**src/rtl/core/assert_macros.svh**
```systemverilog
// assertion helpers, clocked on aclk and disabled while aresetn is low
`ifndef ASSERT_MACROS_SVH
`define ASSERT_MACROS_SVH

`ifndef SYNTHESIS

`define AST_SAME(lbl, ante, cons, msg) \
    lbl: assert property (@(posedge aclk) disable iff (!aresetn) (ante) |-> (cons)) \
        else $error(msg);

`define AST_NEXT(lbl, ante, cons, msg) \
    lbl: assert property (@(posedge aclk) disable iff (!aresetn) (ante) |=> (cons)) \
        else $error(msg);

`else

`define AST_SAME(lbl, ante, cons, msg)

`define AST_NEXT(lbl, ante, cons, msg)

`endif

`endif

```
**src/rtl/core/oxwa_pkg.sv**
```systemverilog
`timescale 1ns / 1ps
`default_nettype none

package oxwa_pkg;

    localparam int WIN_DEPTH  = 128;
    localparam int IDX_W      = $clog2(WIN_DEPTH);
    localparam int CNT_W      = $clog2(WIN_DEPTH + 1);
    localparam int VAL_W      = 35;
    localparam int SUM_W      = VAL_W + IDX_W;
    localparam int DIV_CNT_W  = $clog2(SUM_W);
    localparam int KEY_W      = 16;
    localparam int CUR_W      = 15;
    localparam int GAIN_W     = 12;
    localparam int FRAC_W     = 8;
    localparam int PROD1_W    = KEY_W + CUR_W;
    localparam int PROD2_W    = PROD1_W + GAIN_W;
    localparam int IN_DATA_W  = 40;
    localparam int OUT_DATA_W = 40;
    localparam int CFG_IDX_W  = 8;
    localparam int CFG_DATA_W = 16;

    localparam logic [KEY_W-1:0]  DEFAULT_KEY   = 16'd174;
    localparam logic [7:0]        RST_WIN_LEN   = 8'd10;
    localparam logic [GAIN_W-1:0] RST_GAIN      = 12'd256;
    localparam logic [KEY_W-1:0]  RST_FB_KEY    = 16'd174;

    localparam logic [CFG_IDX_W-1:0] CFG_WIN_LEN = 8'd0;
    localparam logic [CFG_IDX_W-1:0] CFG_GAIN    = 8'd1;
    localparam logic [CFG_IDX_W-1:0] CFG_FB_KEY  = 8'd2;
    localparam logic [CFG_IDX_W-1:0] CFG_FB_EN   = 8'd3;

    typedef enum logic [2:0] {
        ST_IDLE,
        ST_MUL1,
        ST_MUL2,
        ST_SCAN,
        ST_DRAIN,
        ST_WR0,
        ST_DIV,
        ST_FIN
    } state_t;

    typedef struct packed {
        logic load;
        logic mul1;
        logic mul2;
        logic scan;
        logic wr0;
        logic div;
        logic out_load;
    } cmd_t;

    typedef struct packed {
        logic in_err;
        logic scan_last;
        logic div_last;
    } sts_t;

endpackage

`default_nettype wire

```
**src/rtl/core/oxwa_ctrl.sv**
```systemverilog
`timescale 1ns / 1ps
`default_nettype none

module oxwa_ctrl (
    input  wire logic           aclk,
    input  wire logic           aresetn,
    input  wire logic           s_tvalid,
    output logic                s_tready,
    output logic                m_tvalid,
    input  wire logic           m_tready,
    input  wire oxwa_pkg::sts_t sts,
    output oxwa_pkg::cmd_t      cmd
);

    import oxwa_pkg::*;

    state_t state_reg, state_next;
    logic   m_valid_reg, m_valid_next;
    logic   out_free;

    assign out_free = !m_valid_reg || m_tready;
    assign m_tvalid = m_valid_reg;
    assign s_tready = (state_reg == ST_IDLE);

    always_ff @(posedge aclk) begin
        if (!aresetn) begin
            state_reg   <= ST_IDLE;
            m_valid_reg <= 1'b0;
        end else begin
            state_reg   <= state_next;
            m_valid_reg <= m_valid_next;
        end
    end

    always_comb begin
        state_next = state_reg;
        cmd        = '0;
        case (state_reg)
            ST_IDLE: begin
                if (s_tvalid) begin
                    cmd.load   = 1'b1;
                    state_next = sts.in_err ? ST_FIN : ST_MUL1;
                end
            end
            ST_MUL1: begin
                cmd.mul1   = 1'b1;
                state_next = ST_MUL2;
            end
            ST_MUL2: begin
                cmd.mul2   = 1'b1;
                state_next = ST_SCAN;
            end
            ST_SCAN: begin
                cmd.scan = 1'b1;
                if (sts.scan_last) begin
                    state_next = ST_DRAIN;
                end
            end
            ST_DRAIN: begin
                // last read of the shift pass lands this cycle
                state_next = ST_WR0;
            end
            ST_WR0: begin
                cmd.wr0    = 1'b1;
                state_next = ST_DIV;
            end
            ST_DIV: begin
                cmd.div = 1'b1;
                if (sts.div_last) begin
                    state_next = ST_FIN;
                end
            end
            ST_FIN: begin
                if (out_free) begin
                    cmd.out_load = 1'b1;
                    state_next   = ST_IDLE;
                end
            end
            default: begin
                state_next = ST_IDLE;
            end
        endcase
    end

    always_comb begin
        if (cmd.out_load) begin
            m_valid_next = 1'b1;
        end else if (m_tready) begin
            m_valid_next = 1'b0;
        end else begin
            m_valid_next = m_valid_reg;
        end
    end

endmodule

`default_nettype wire

```
**config.mk**
```make
export PLATFORM = sky130hd
export DESIGN_NAME = oxwa_ctrl
export DESIGN_NICKNAME = d
export VERILOG_FILES = /design/src/rtl/core/assert_macros.svh /design/src/rtl/core/oxwa_pkg.sv /design/src/rtl/core/oxwa_ctrl.sv
export SDC_FILE = /design/constraint.sdc
export NUM_CORES = 1
export LEC_CHECK = 0
export BUFFER_PORTS_ARGS = -buffer_cell sky130_fd_sc_hd__buf_2
export CORE_AREA = 2 2 39 41
export CTS_CLUSTER_DIAMETER = 120
export DETAILED_ROUTE_END_ITERATION = 10
export DIE_AREA = 0 0 41 43
export PLACE_DENSITY_LB_ADDON = 0.15
export SETUP_SLACK_MARGIN = 0.4
export SYNTH_ARGS = -nofsm -noshare
export SYNTH_HDL_FRONTEND = slang
export SYNTH_SLANG_ARGS = --single-unit
```
**constraint.sdc**
```tcl
create_clock -name aclk -period 3.1 [get_ports aclk]
set_input_delay 0.62 -clock aclk [delete_from_list [all_inputs] [get_ports aclk]]
set_output_delay 0.62 -clock aclk [all_outputs]
set_load 0.005 [all_outputs]
```
==> metrics <==
outcome=complete, no violations; Final nets=61; Slew Limit Headroom=70.42%; Synth async-reset ratio=0%; routed vias=310; first-pass GRT wire length=1021 um; Worst path slowest cell=dfxtp_1; clock sinks=4; total CTS buffers=3; Synth area leader=dfxtp_1; max reg flops=3; cts hold-fix bufs=0; Worst VDD drop=0.0001862 V; sw frac=33.04%; IO Count=16; TritonCTS clock tree=built; number of synthesized flops with an enable pin=0; NetSw=0.06867 mW; share of total power in sequential cells=39.2%; Clock transition at path regs=30 ps; endpoints failing hold=0; layout cells sized above 1=38.46%; final WL=685 um; CP Buf/Inv Count=2; Critical Path Max Stage Delay=520 ps; P&R area growth vs syn=31.93%; crit path max fanout=11; Max Cap Viol=0; crit path capture type=primary output; Overflow after GRT=0; I/O Buffers=15; die width=41 um; leakage power=0.1834 nW; Max Clock Freq=542.5 MHz; Worst Tran Pin Value=443.1 ps; #FFs+latches synth=4; Seq/Total Area, Yosys=26.89%; routed vias/inst=4.559; crit-path cells=inv_1 > nor3_1 > buf_2; vias in the first global route=261; Tmin final=1843 ps; Final period util=59.47%; pin count of the biggest net entering global routing=15; die area=1763 um2; critical path data required time=2480 ps; RSZ-0062 raised after global routing=no; syn nets=45; Final GP Congestion=0.6025; cells after synthesis=38; Gate power share=31.3%; pwr dens=529.0 nW/um2; P_int=0.1392 mW; Synth Flop Type=dfxtp_1; setup bufs post-CTS=0; Antenna Nets Post-Route=0; HP Class=reg2reg; DP Cell Count=65; Post-Layout Cell Count=68; family with the most delay on the worst path=flip-flops; antenna violations before repair=0; Total Routing Usage GR=8.543%; number of library cell types mapped by synthesis=22; Initial Utilization=21.52%; clk_skew=0.3259 ps; Synth area leaders=dfxtp_1, o311a_1, buf_2; Final Max Slew Viols=0; Resized cells post-CTS=0; CTS Buffer Depth=2; WHS=528.5 ps; fillcell total=164; syn_area_per_cell=7.836 um2; DRC Markers=0; YS warnings=0; Clock Latency Late Sink=230 ps; DR pass1 iterations=1; hpwl dp=542.2 um; CP arrival=1220 ps; clock root cell=clkbuf_4; Crit Path Class=reg2out; Chip Height=43 um; # diodes=0; # H-tree levels=1; Synth Cell Area=297.8 um2; Setup WS pre-CTS=1343 ps; post-route setup slack=1257 ps; Clock Power Share=29.4%; FP Rows=14; WL/cell=10.07 um; Synth top area share=26.89%; Worst setup SP type=flip-flop; Final setup viols=0; final setup TNS=0 ps; DR iter-0 viols=0; Core Box Area=1384 um2
==> cells in the mapped netlist (2+ instances only) <==
master    instances
dfxtp_1           4
nor2_1            4
buf_2             3
nand2_1           3
nor3_1            3
and2_1            2
nand2b_1          2
nor3b_1           2
o311a_1           2
==> worst paths after layout <==
check                                   from      endpoint  slack (ps)  depth (start not counted)
worst max-delay path            state_reg[0]        cmd[5]        1260                          3
worst min-delay path                m_tvalid      m_tvalid         530                          2
worst max register to register  state_reg[1]  state_reg[1]        1770                          3
worst min register to register      m_tvalid      m_tvalid         530                          2
==> cell usage in the layout (no fill, tap or decap), types with 2 or more instances in the layout <==
master / instances
and2_1: 2
buf_2: 15
clkbuf_4: 3
dfxtp_1: 4
nand2_1: 3
nand2b_1: 2
nor2_1: 4
nor3_1: 3
nor3b_1: 2
o311a_1: 2
==> per-stage QoR <==
step / instance area (um2) / total power, mW / util, %
global route: 392.9 / 0.2247 / 28.39
detailed placement: 370.4 / 0.1478 / 26.76
finish: 392.9 / 0.2078 / 28.39
global placement: 370.4 / 0.1494 / 26.76
CTS: 392.9 / 0.2137 / 28.39
floorplan: 297.8 / 0.1248 / -
==> worst register-to-register path, cell delays in order, from the launching register on <==
cell	delay, ps
dfxtp_1	410
or4_4	590
o31ai_2	90
o311a_1	190
==> layer usage <==
layer | vias to the layer above | GRT usage (%) | share of wire, %
met5 | - | 0 | 0
met4 | 0 | 6.000 | 0
met3 | 0 | 1.571 | 6.4
met2 | 7 | 12.50 | 50
met1 | 135 | 10.65 | 44
li1 | 168 | - | -
==> power groups by stage <==
stage / clock network, mW / logic, mW / registers (mW)
after floorplan: 0 / 0.0608 / 0.0640
after global placement: 0 / 0.0673 / 0.0821
after detailed placement: 0 / 0.0662 / 0.0816
after CTS: 0.0665 / 0.0663 / 0.0808
after global routing: 0.0662 / 0.0748 / 0.0837
final: 0.0612 / 0.0652 / 0.0815
==> cell families (layout without fill, tap and decap cells) <==
family / Yosys count / count (layout) / share of synthesized area [%]
buf+inv: 5 / 19 / 8.822
flops: 4 / 4 / 26.89
compound gates: 9 / 9 / 26.47
simple gates: 20 / 20 / 37.81
==> final cells by class <==
cell class | instances | area (um2) | area share, %
Multi-Input combinational cell | 29 | 191.4 | 48.73
Sequential cell | 4 | 80.08 | 20.38
Timing Repair Buffer | 15 | 75.07 | 19.11
Clock buffer | 3 | 22.52 | 5.732
Tap cell | 16 | 20.02 | 5.096
Inverter | 1 | 3.754 | 0.9554
(Power assumes the default switching activity.)
